<file path="src/ghpd_pkg.sv">
// ----------------------------------------------------------------------------
// ghpd_pkg
// Types, register codes, reset values and the microcode program shared by the
// gyro heading PD steering block.
// ----------------------------------------------------------------------------
package ghpd_pkg;

    typedef struct packed {
        logic signed [15:0] gyro_rate;
        logic        [19:0] dt_us;
        logic               rebase;
    } sample_t;

    typedef struct packed {
        logic        [1:0]  steer_dir;
        logic        [7:0]  steer_pwm;
        logic signed [31:0] yaw_out;
        logic signed [31:0] heading_error;
    } result_t;

    typedef enum logic [2:0] {
        REG_GYRO_OFFSET,
        REG_FILTER_ALPHA,
        REG_RATE_DEADZONE,
        REG_RATE_SCALE,
        REG_KP,
        REG_KD,
        REG_STEER_CEIL,
        REG_STEER_FLOOR
    } reg_idx_t;

    typedef struct packed {
        reg_idx_t    index;
        logic [15:0] value;
    } cfg_t;

    localparam logic [1:0] DIR_OFF   = 2'd0;
    localparam logic [1:0] DIR_RIGHT = 2'd1;
    localparam logic [1:0] DIR_LEFT  = 2'd2;

    localparam logic signed [15:0] RST_GYRO_OFFSET   = 16'sd0;
    localparam logic        [8:0]  RST_FILTER_ALPHA  = 9'd38;
    localparam logic        [14:0] RST_RATE_DEADZONE = 15'd11;
    localparam logic        [15:0] RST_RATE_SCALE    = 16'd16786;
    localparam logic        [15:0] RST_KP            = 16'd1280;
    localparam logic        [15:0] RST_KD            = 16'd768;
    localparam logic        [7:0]  RST_STEER_CEIL    = 8'd220;
    localparam logic        [7:0]  RST_STEER_FLOOR   = 8'd140;

    localparam logic [19:0] DT_MIN_US = 20'd1000;
    localparam logic [19:0] DT_MAX_US = 20'd100000;
    localparam logic [8:0]  ALPHA_ONE = 9'd256;

    // shared multiplier and accumulator widths
    localparam int MUL_A_W = 34;
    localparam int MUL_B_W = 19;
    localparam int PROD_W  = MUL_A_W + MUL_B_W;
    localparam int ACC_W   = 60;
    localparam int P_W     = 36;
    localparam int P_HALF  = P_W / 2;

    typedef logic [3:0] step_t;

    localparam step_t STEP_PD   = 4'd9;
    localparam step_t LAST_STEP = 4'd13;

    typedef enum logic [2:0] {
        M_NONE,
        M_DTSC,
        M_ARAW,
        M_BF,
        M_UPHI,
        M_UPLO,
        M_KPE,
        M_KDD
    } mul_sel_t;

    typedef enum logic [2:0] {
        A_HOLD,
        A_LOAD,
        A_ADD,
        A_ADD_SH8,
        A_LOAD_SH18
    } acc_op_t;

    typedef enum logic [1:0] {
        J_NEXT,
        J_NOWIN,
        J_END
    } jmp_t;

    typedef struct packed {
        mul_sel_t msel;
        acc_op_t  aop;
        logic     wr_p;
        logic     wr_filt;
        logic     wr_yaw;
        logic     wr_err;
        logic     wr_prev;
        logic     wr_out;
        jmp_t     jmp;
        step_t    target;
    } ctrl_t;

    function automatic ctrl_t ucode(step_t s);
        ctrl_t c;
        c = '0;
        c.msel = M_NONE;
        c.aop  = A_HOLD;
        c.jmp  = J_NEXT;
        case (s)
            4'd0:  c.msel = M_DTSC;
            4'd1:
            begin
                c.wr_p = 1'b1;
                c.msel = M_ARAW;
            end
            4'd2:
            begin
                c.aop  = A_LOAD;
                c.msel = M_BF;
            end
            4'd3:  c.aop = A_ADD_SH8;
            4'd4:
            begin
                c.wr_filt = 1'b1;
                c.jmp     = J_NOWIN;
                c.target  = STEP_PD;
            end
            4'd5:  c.msel = M_UPHI;
            4'd6:
            begin
                c.aop  = A_LOAD_SH18;
                c.msel = M_UPLO;
            end
            4'd7:  c.aop = A_ADD;
            4'd8:  c.wr_yaw = 1'b1;
            4'd9:  c.wr_err = 1'b1;
            4'd10: c.msel = M_KPE;
            4'd11:
            begin
                c.aop  = A_LOAD;
                c.msel = M_KDD;
            end
            4'd12:
            begin
                c.aop     = A_ADD;
                c.wr_prev = 1'b1;
            end
            4'd13:
            begin
                c.wr_out = 1'b1;
                c.jmp    = J_END;
            end
            default: c.jmp = J_END;
        endcase
        return c;
    endfunction

endpackage

</file>
<file path="src/ghpd_stream_if.sv">
// ----------------------------------------------------------------------------
// ghpd_stream_if
// Valid/ready channel carrying one payload per transaction.
// ----------------------------------------------------------------------------
interface ghpd_stream_if #(
    parameter type payload_t = logic
);
    logic     valid;
    logic     ready;
    payload_t data;

    modport source (output valid, output data, input ready);
    modport sink   (input valid, input data, output ready);
endinterface

</file>
<file path="src/ghpd_seq.sv">
// ----------------------------------------------------------------------------
// ghpd_seq
// Microcode sequencer: step counter, program ROM and jumps. Issues one
// control word per cycle while busy, unless hold keeps it at the last step.
// ----------------------------------------------------------------------------
module ghpd_seq (
    input  logic            clk,
    input  logic            rst_n,
    input  logic            start,
    input  logic            window,
    input  logic            hold,
    output logic            busy,
    output ghpd_pkg::ctrl_t ctrl
);
    import ghpd_pkg::*;

    step_t step_reg;
    step_t step_next;
    logic  busy_reg;
    logic  busy_next;
    ctrl_t word;

    assign word = ucode(step_reg);
    assign busy = busy_reg;

    always_comb
    begin
        step_next = step_reg;
        busy_next = busy_reg;
        ctrl      = '0;
        if (start)
        begin
            busy_next = 1'b1;
            step_next = '0;
        end
        else if (busy_reg)
        begin
            ctrl = word;
            unique case (word.jmp)
                J_NEXT:  step_next = step_reg + 1'b1;
                J_NOWIN: step_next = window ? step_reg + 1'b1 : word.target;
                J_END:
                begin
                    if (hold)
                    begin
                        ctrl.wr_out = 1'b0;
                    end
                    else
                    begin
                        busy_next = 1'b0;
                        step_next = '0;
                    end
                end
                default: step_next = '0;
            endcase
        end
    end

    always_ff @(posedge clk or negedge rst_n)
    begin
        if (!rst_n)
        begin
            step_reg <= '0;
            busy_reg <= 1'b0;
        end
        else
        begin
            step_reg <= step_next;
            busy_reg <= busy_next;
        end
    end

    a_step_range: assert property (@(posedge clk) disable iff (!rst_n)
        busy_reg |-> (step_reg <= LAST_STEP))
        else $error("step counter past end of program");

    a_start_idle: assert property (@(posedge clk) disable iff (!rst_n)
        start |-> !busy_reg)
        else $error("transaction started while busy");

    a_end_release: assert property (@(posedge clk) disable iff (!rst_n)
        (busy_reg && word.jmp == J_END && !hold) |=> !busy_reg)
        else $error("sequencer did not release after last step");

    a_hold_blocks: assert property (@(posedge clk) disable iff (!rst_n)
        hold |-> !ctrl.wr_out)
        else $error("result written over a pending result");

endmodule

</file>
<file path="src/gyro_heading_pd_steering.sv">
// ----------------------------------------------------------------------------
// gyro_heading_pd_steering
// Gyro yaw integration and PD heading loop driving steering direction and PWM.
// ----------------------------------------------------------------------------
// One sample transaction in, one result transaction out. A sample is processed
// by a 14-step microcode program around a single shared 34x19 multiplier: yaw
// is integrated only when 1000 < dt_us < 100000, else the yaw steps are
// skipped. A new sample can be taken from the cycle after the result is
// registered, not before; the last step waits while a previous result has not
// been taken. Configuration writes are taken every cycle and must only be made
// while idle.
module gyro_heading_pd_steering #(
    parameter int YAW_FRAC_BITS = 16
) (
    input  logic          clk,
    input  logic          rst_n,
    ghpd_stream_if.sink   sample,
    ghpd_stream_if.source result,
    ghpd_stream_if.sink   cfg
);
    import ghpd_pkg::*;

    localparam int YAW_SHIFT = 48 - YAW_FRAC_BITS;
    localparam int PD_SHIFT  = 8 + YAW_FRAC_BITS;

    logic signed [15:0] offset_reg;
    logic        [8:0]  alpha_reg;
    logic        [14:0] dz_reg;
    logic        [15:0] scale_reg;
    logic        [15:0] kp_reg;
    logic        [15:0] kd_reg;
    logic        [7:0]  max_reg;
    logic        [7:0]  min_reg;

    logic signed [31:0] yaw_reg;
    logic signed [23:0] filt_reg;
    logic signed [31:0] target_reg;
    logic signed [31:0] prev_reg;

    logic signed [15:0]       rate_reg;
    logic        [19:0]       dt_reg;
    logic signed [23:0]       use_reg;
    logic signed [31:0]       err_reg;
    logic        [P_W-1:0]    p_reg;
    logic signed [ACC_W-1:0]  acc_reg;
    logic signed [ACC_W-1:0]  acc_next;
    logic signed [PROD_W-1:0] prod_reg;

    result_t res_reg;
    logic    out_valid_reg;

    logic  start;
    logic  busy;
    logic  window;
    logic  hold;
    ctrl_t ctrl;

    logic signed [16:0]        raw;
    logic        [8:0]         a_eff;
    logic        [8:0]         a_inv;
    logic signed [32:0]        deriv;
    logic signed [MUL_A_W-1:0] mul_a;
    logic signed [MUL_B_W-1:0] mul_b;
    logic signed [PROD_W-1:0]  mul_p;
    logic signed [ACC_W-1:0]   prod_ext;
    logic signed [ACC_W-1:0]   prod_sh8;

    logic signed [23:0]      filt_sat;
    logic        [23:0]      filt_abs;
    logic signed [23:0]      use_next;
    logic signed [ACC_W-1:0] delta;
    logic signed [ACC_W-1:0] yaw_sum;
    logic signed [31:0]      yaw_sat;
    logic signed [32:0]      err_diff;
    logic signed [31:0]      err_sat;
    logic        [ACC_W-1:0] sum_abs;
    logic        [ACC_W-1:0] mag;
    logic        [7:0]       mag_lim;
    result_t                 res_next;

    assign cfg.ready    = 1'b1;
    assign sample.ready = !busy;
    assign start        = sample.valid && !busy;
    assign result.valid = out_valid_reg;
    assign result.data  = res_reg;
    assign hold         = out_valid_reg && !result.ready;
    assign window       = (dt_reg > DT_MIN_US) && (dt_reg < DT_MAX_US);

    ghpd_seq u_seq (
        .clk    (clk),
        .rst_n  (rst_n),
        .start  (start),
        .window (window),
        .hold   (hold),
        .busy   (busy),
        .ctrl   (ctrl)
    );

    // operand preparation
    assign raw   = {rate_reg[15], rate_reg} - {offset_reg[15], offset_reg};
    assign a_eff = alpha_reg[8] ? ALPHA_ONE : alpha_reg;
    assign a_inv = ALPHA_ONE - a_eff;
    assign deriv = {err_reg[31], err_reg} - {prev_reg[31], prev_reg};

    always_comb
    begin
        mul_a = '0;
        mul_b = '0;
        case (ctrl.msel)
            M_DTSC:
            begin
                mul_a = {{(MUL_A_W - 20){1'b0}}, dt_reg};
                mul_b = {{(MUL_B_W - 16){1'b0}}, scale_reg};
            end
            M_ARAW:
            begin
                mul_a = {{(MUL_A_W - 17){raw[16]}}, raw};
                mul_b = {{(MUL_B_W - 9){1'b0}}, a_eff};
            end
            M_BF:
            begin
                mul_a = {{(MUL_A_W - 24){filt_reg[23]}}, filt_reg};
                mul_b = {{(MUL_B_W - 9){1'b0}}, a_inv};
            end
            M_UPHI:
            begin
                mul_a = {{(MUL_A_W - 24){use_reg[23]}}, use_reg};
                mul_b = {{(MUL_B_W - P_HALF){1'b0}}, p_reg[P_W-1:P_HALF]};
            end
            M_UPLO:
            begin
                mul_a = {{(MUL_A_W - 24){use_reg[23]}}, use_reg};
                mul_b = {{(MUL_B_W - P_HALF){1'b0}}, p_reg[P_HALF-1:0]};
            end
            M_KPE:
            begin
                mul_a = {{(MUL_A_W - 32){err_reg[31]}}, err_reg};
                mul_b = {{(MUL_B_W - 16){1'b0}}, kp_reg};
            end
            M_KDD:
            begin
                mul_a = {{(MUL_A_W - 33){deriv[32]}}, deriv};
                mul_b = {{(MUL_B_W - 16){1'b0}}, kd_reg};
            end
            default:
            begin
                mul_a = '0;
                mul_b = '0;
            end
        endcase
    end

    assign mul_p    = mul_a * mul_b;
    assign prod_ext = {{(ACC_W - PROD_W){prod_reg[PROD_W-1]}}, prod_reg};
    assign prod_sh8 = {{(ACC_W - PROD_W + 8){prod_reg[PROD_W-1]}}, prod_reg[PROD_W-1:8]};

    always_comb
    begin
        acc_next = acc_reg;
        case (ctrl.aop)
            A_LOAD:      acc_next = prod_ext;
            A_ADD:       acc_next = acc_reg + prod_ext;
            A_ADD_SH8:   acc_next = acc_reg + prod_sh8;
            A_LOAD_SH18: acc_next = {prod_ext[ACC_W-1-P_HALF:0], {P_HALF{1'b0}}};
            default:     acc_next = acc_reg;
        endcase
    end

    // filter result, saturation and deadzone
    always_comb
    begin
        if (&acc_reg[ACC_W-1:23] || ~|acc_reg[ACC_W-1:23])
            filt_sat = acc_reg[23:0];
        else
            filt_sat = acc_reg[ACC_W-1] ? 24'sh800000 : 24'sh7FFFFF;
        filt_abs = filt_sat[23] ? (~filt_sat + 24'd1) : filt_sat;
        use_next = (filt_abs > {1'b0, dz_reg, 8'b0}) ? filt_sat : 24'sd0;
    end

    // yaw update
    always_comb
    begin
        delta   = acc_reg >>> YAW_SHIFT;
        yaw_sum = {{(ACC_W - 32){yaw_reg[31]}}, yaw_reg} + delta;
        if (&yaw_sum[ACC_W-1:31] || ~|yaw_sum[ACC_W-1:31])
            yaw_sat = yaw_sum[31:0];
        else
            yaw_sat = yaw_sum[ACC_W-1] ? 32'sh80000000 : 32'sh7FFFFFFF;
    end

    // heading error
    always_comb
    begin
        err_diff = {target_reg[31], target_reg} - {yaw_reg[31], yaw_reg};
        if (err_diff[32] == err_diff[31])
            err_sat = err_diff[31:0];
        else
            err_sat = err_diff[32] ? 32'sh80000000 : 32'sh7FFFFFFF;
    end

    // steering output
    always_comb
    begin
        sum_abs = acc_reg[ACC_W-1] ? (~acc_reg + 1'b1) : acc_reg;
        mag     = sum_abs >> PD_SHIFT;
        mag_lim = (mag > {{(ACC_W - 8){1'b0}}, max_reg}) ? max_reg : mag[7:0];
        res_next.yaw_out       = yaw_reg;
        res_next.heading_error = err_reg;
        if (mag_lim == 8'd0)
        begin
            res_next.steer_dir = DIR_OFF;
            res_next.steer_pwm = 8'd0;
        end
        else
        begin
            res_next.steer_dir = acc_reg[ACC_W-1] ? DIR_RIGHT : DIR_LEFT;
            res_next.steer_pwm = (mag_lim < min_reg) ? min_reg : mag_lim;
        end
    end

    always_ff @(posedge clk or negedge rst_n)
    begin
        if (!rst_n)
        begin
            offset_reg <= RST_GYRO_OFFSET;
            alpha_reg  <= RST_FILTER_ALPHA;
            dz_reg     <= RST_RATE_DEADZONE;
            scale_reg  <= RST_RATE_SCALE;
            kp_reg     <= RST_KP;
            kd_reg     <= RST_KD;
            max_reg    <= RST_STEER_CEIL;
            min_reg    <= RST_STEER_FLOOR;
        end
        else if (cfg.valid)
        begin
            unique case (cfg.data.index)
                REG_GYRO_OFFSET:   offset_reg <= cfg.data.value;
                REG_FILTER_ALPHA:  alpha_reg  <= cfg.data.value[8:0];
                REG_RATE_DEADZONE: dz_reg     <= cfg.data.value[14:0];
                REG_RATE_SCALE:    scale_reg  <= cfg.data.value;
                REG_KP:            kp_reg     <= cfg.data.value;
                REG_KD:            kd_reg     <= cfg.data.value;
                REG_STEER_CEIL:    max_reg    <= cfg.data.value[7:0];
                REG_STEER_FLOOR:   min_reg    <= cfg.data.value[7:0];
                default:           min_reg    <= min_reg;
            endcase
        end
    end

    always_ff @(posedge clk or negedge rst_n)
    begin
        if (!rst_n)
        begin
            yaw_reg       <= '0;
            filt_reg      <= '0;
            target_reg    <= '0;
            prev_reg      <= '0;
            out_valid_reg <= 1'b0;
        end
        else
        begin
            if (start && sample.data.rebase)
            begin
                target_reg <= yaw_reg;
                prev_reg   <= '0;
            end
            else if (ctrl.wr_prev)
            begin
                prev_reg <= err_reg;
            end
            if (ctrl.wr_filt)
                filt_reg <= filt_sat;
            if (ctrl.wr_yaw)
                yaw_reg <= yaw_sat;
            if (ctrl.wr_out)
                out_valid_reg <= 1'b1;
            else if (result.ready)
                out_valid_reg <= 1'b0;
        end
    end

    always_ff @(posedge clk)
    begin
        if (start)
        begin
            rate_reg <= sample.data.gyro_rate;
            dt_reg   <= sample.data.dt_us;
        end
        prod_reg <= mul_p;
        acc_reg  <= acc_next;
        if (ctrl.wr_p)
            p_reg <= prod_reg[P_W-1:0];
        if (ctrl.wr_filt)
            use_reg <= use_next;
        if (ctrl.wr_err)
            err_reg <= err_sat;
        if (ctrl.wr_out)
            res_reg <= res_next;
    end

endmodule

</file>
<file path="src/flat_wrapper.sv">
// flat-port wrapper written by rule: the top's interface ports become plain ports
module gyro_heading_pd_steering_flat import ghpd_pkg::*;
#(
    parameter int YAW_FRAC_BITS = 16
)
  (clk, rst_n, sample_valid, sample_data, sample_ready, result_valid, result_data, result_ready, cfg_valid, cfg_data, cfg_ready);
  ghpd_stream_if #(.payload_t(sample_t)) sample_i ();
  ghpd_stream_if #(.payload_t(result_t)) result_i ();
  ghpd_stream_if #(.payload_t(cfg_t)) cfg_i ();
  input  logic clk;
  input  logic rst_n;
  input wire logic [$bits(sample_i.valid)-1:0] sample_valid;
  input wire logic [$bits(sample_i.data)-1:0] sample_data;
  output wire logic [$bits(sample_i.ready)-1:0] sample_ready;
  output wire logic [$bits(result_i.valid)-1:0] result_valid;
  output wire logic [$bits(result_i.data)-1:0] result_data;
  input wire logic [$bits(result_i.ready)-1:0] result_ready;
  input wire logic [$bits(cfg_i.valid)-1:0] cfg_valid;
  input wire logic [$bits(cfg_i.data)-1:0] cfg_data;
  output wire logic [$bits(cfg_i.ready)-1:0] cfg_ready;
  assign sample_i.valid = sample_valid;
  assign sample_i.data = sample_data;
  assign sample_ready = sample_i.ready;
  assign result_valid = result_i.valid;
  assign result_data = result_i.data;
  assign result_i.ready = result_ready;
  assign cfg_i.valid = cfg_valid;
  assign cfg_i.data = cfg_data;
  assign cfg_ready = cfg_i.ready;
  gyro_heading_pd_steering #(.YAW_FRAC_BITS(YAW_FRAC_BITS)) u_core (.clk(clk), .rst_n(rst_n), .sample(sample_i), .result(result_i), .cfg(cfg_i));
endmodule
</file>
<file path="config.mk">
export PLATFORM = sky130hd
export DESIGN_NAME = gyro_heading_pd_steering_flat
export DESIGN_NICKNAME = d
export VERILOG_FILES = /design/src/ghpd_pkg.sv /design/src/ghpd_stream_if.sv /design/src/ghpd_seq.sv /design/src/gyro_heading_pd_steering.sv /design/src/flat_wrapper.sv
export SDC_FILE = /design/constraint.sdc
export NUM_CORES = 2
export LEC_CHECK = 0
export ABC_AREA = 0
export BUFFER_PORTS_ARGS = -buffer_cell sky130_fd_sc_hd__buf_2
export CORE_UTILIZATION = 55
export DETAILED_ROUTE_END_ITERATION = 8
export PLACE_DENSITY = 0.8
export SLEW_MARGIN = 20
export SYNTH_ARGS = -nofsm -noshare
export SYNTH_HDL_FRONTEND = slang
export SYNTH_HIERARCHICAL = 1
export SYNTH_SLANG_ARGS = --single-unit
</file>
<file path="constraint.sdc">
create_clock -name clk -period 18.2 [get_ports clk]
set_clock_uncertainty 0.1 [all_clocks]
set_input_delay 3.64 -clock clk [delete_from_list [all_inputs] [get_ports clk]]
set_output_delay 3.64 -clock clk [all_outputs]
set_load 0.01 [all_outputs]
</file>
==> impl_metrics.yaml <==
clock_tree:
  clk_pin_slew_ns: 0.07
  cts_resized: 0
  cts_root_buffer: "clkbuf_16"
  h-tree-depth: 2
  cts_tree: "built"
  cts_max_path_buffers: 3
  cts_hold_buf: 0
  cts_sinks: 545
  post_cts_buffers: 0
  worstSkewPairLatency_ns: 0.65
  cts_inserted_buffers: 55
critical_path:
  start_kind: "primary input"
  cp.required_ns: 18.66
  crit_path_frequent_cell: "fa_1"
  crit_arrival_ns: 15.02
  cp-end-kind: "flip-flop"
  reg2reg_depth: 33
  crit_slowest_cell: "o221ai_1"
  cpPeakStageDelay_ns: 1.11
  crit_type: "primary input to flip-flop"
  critPathMaxFanout: 42
timing:
  slew_viol_final: 0
  hold_viol_final: 0
  fin_setup_tns_ns: 0
  finalCritPeriodShare: 0.800
  setup_ws_ns: 3.64
  setup_viol: 0
  slew_headroom: 0.251
  min_period_ns: 14.56
  fmax_ghz: 0.0687
  rsz0062_at_grt: "false"
  worst_pin_slew_ns: 1.12
die:
  pin_count: 138
  std_cell_rows: 115
  die_w_um: 317
  die_area_mm2: 0.101
  die_h_um: 317
  core_area_mm2: 0.0984
  initial_core_util: 0.555
yosys:
  synth_fp_nets: 6891
  netlist_instances: 5912
  synth_area_mm2: 0.0547
  avgSynthCellArea_um2: 9.25
  yosysWarnings: 6
pwr:
  ir_drop_mv: 0.150
  cellLeakagePower_nw: 26.5
  pwr_density_cell_mw_per_mm2: 163
final_layout:
  layout-drive-gt1-share: 0.0977
  fin_util: 0.597
  final_cell_mix: "inv_1 (976), nand2_1 (577), fa_1 (576), nor2_1 (433), ha_1 (342)"
  area_growth_pct: 7.43
  fin_area_mm2: 0.0587
  final_common_cell: "inv_1"
  layout.nets: 6913
  largest_reg_flops: 74
grt:
  grt_pass1_wl_um: 262000
  grt_pass1_vias: 44138
  grt_overflow: 0
  grt_max_degree: 150
  antenna_found_initial: 5
  grt_use_total: 0.344
worst_hold_path:
  min_path_cells: 1
  hold_path.class: "flip-flop to flip-flop"
run:
  drv_cap: 0
route:
  route.top_layer_used: "met5"
  wl_per_cell_um: 23.5
  wl_met2_um: 74200
  drc: 0
  met3_length_um: 19600
  drtIter0Drc: 4877
  wl_met1_um: 66700
  drt_wl_total_um: 171000
  dr_total_vias: 44772
  drt_pass1_iterations: 6
  vias_per_cell: 6.16
  postRouteAntennaNets: 0
place:
  placed_area_mm2: 0.0568
  dpl_worst_slack_ns: 3.34
  place.gp.congestion: 1.03
  portBuffers: 136
  dp_hpwl_um: 131000
status:
  run_status: "complete, no violations"
-- power breakdown --
part | leakage (nW) | internal (W) | switching, W | total, W
clock | 0.924 | 0.000673 | 0.000528 | 0.00120
sequential | 5.48 | 0.00173 | 0.000363 | 0.00210
combinational | 20.1 | 0.00226 | 0.00399 | 0.00625
total | 26.5 | 0.00467 | 0.00488 | 0.00955
-- layer usage --
| layer | vias to the layer above | global-route usage |
|---|---|---|
| li1 | 19771 | - |
| met1 | 21921 | 0.466 |
| met2 | 2517 | 0.520 |
| met3 | 555 | 0.0760 |
| met4 | 8 | 0.178 |
| met5 | - | 0 |
-- stage by stage --
stage	hold WS, ns	instances	total power, W
6_report	0.403	7272	0.00955
5_1_grt	0.412	7267	0.0102
4_1_cts	0.406	7267	0.00940
3_5_place_dp	0.391	7164	0.00816
3_3_place_gp	0.384	7163	0.00800
2_1_floorplan	0.347	5912	0.00625
-- worst max-delay path: cells and delay by family --
kind	cells	cell delay, ns
AO/OA/AOI/OAI	13	4.82
XOR/XNOR	1	0.16
adder cells (fa/ha/maj)	7	3.28
buffers and inverters	8	1.07
AND/OR/NAND/NOR	5	1.97
-- final timing paths --
kind | startpoint | end | slack (ns)
max | sample_valid | u_core/prod_reg[51]$_DFF_P_ | 3.64
min | u_core/kp_reg[1]$_DFFE_PN0P_ | u_core/kp_reg[1]$_DFFE_PN0P_ | 0.40
max reg2reg | u_core/u_seq/busy$_DFF_PN0_ | u_core/prod_reg[51]$_DFF_P_ | 6.32
min reg2reg | u_core/kp_reg[1]$_DFFE_PN0P_ | u_core/kp_reg[1]$_DFFE_PN0P_ | 0.40
max in group asynchronous | rst_n | u_core/result.valid$_DFFE_PN0P_ | 13.70
min in group asynchronous | rst_n | u_core/target_reg[19]$_DFFE_PN0P_ | 2.90
-- final cells by class --
| type | instances | area, µm² |
|---|---|---|
| Inverter | 977 | 3670 |
| Sequential cell | 545 | 14700 |
| Timing Repair Buffer | 221 | 1350 |
| Clock inverter | 28 | 289 |
| Tap cell | 1287 | 1610 |
| Clock buffer | 75 | 1590 |
| Multi-Input combinational cell | 4134 | 35500 |
| Antenna cell | 5 | 12.5 |
| Fill cell | 8310 | 39700 |
No activity file was read; power rests on OpenSTA's default activity.
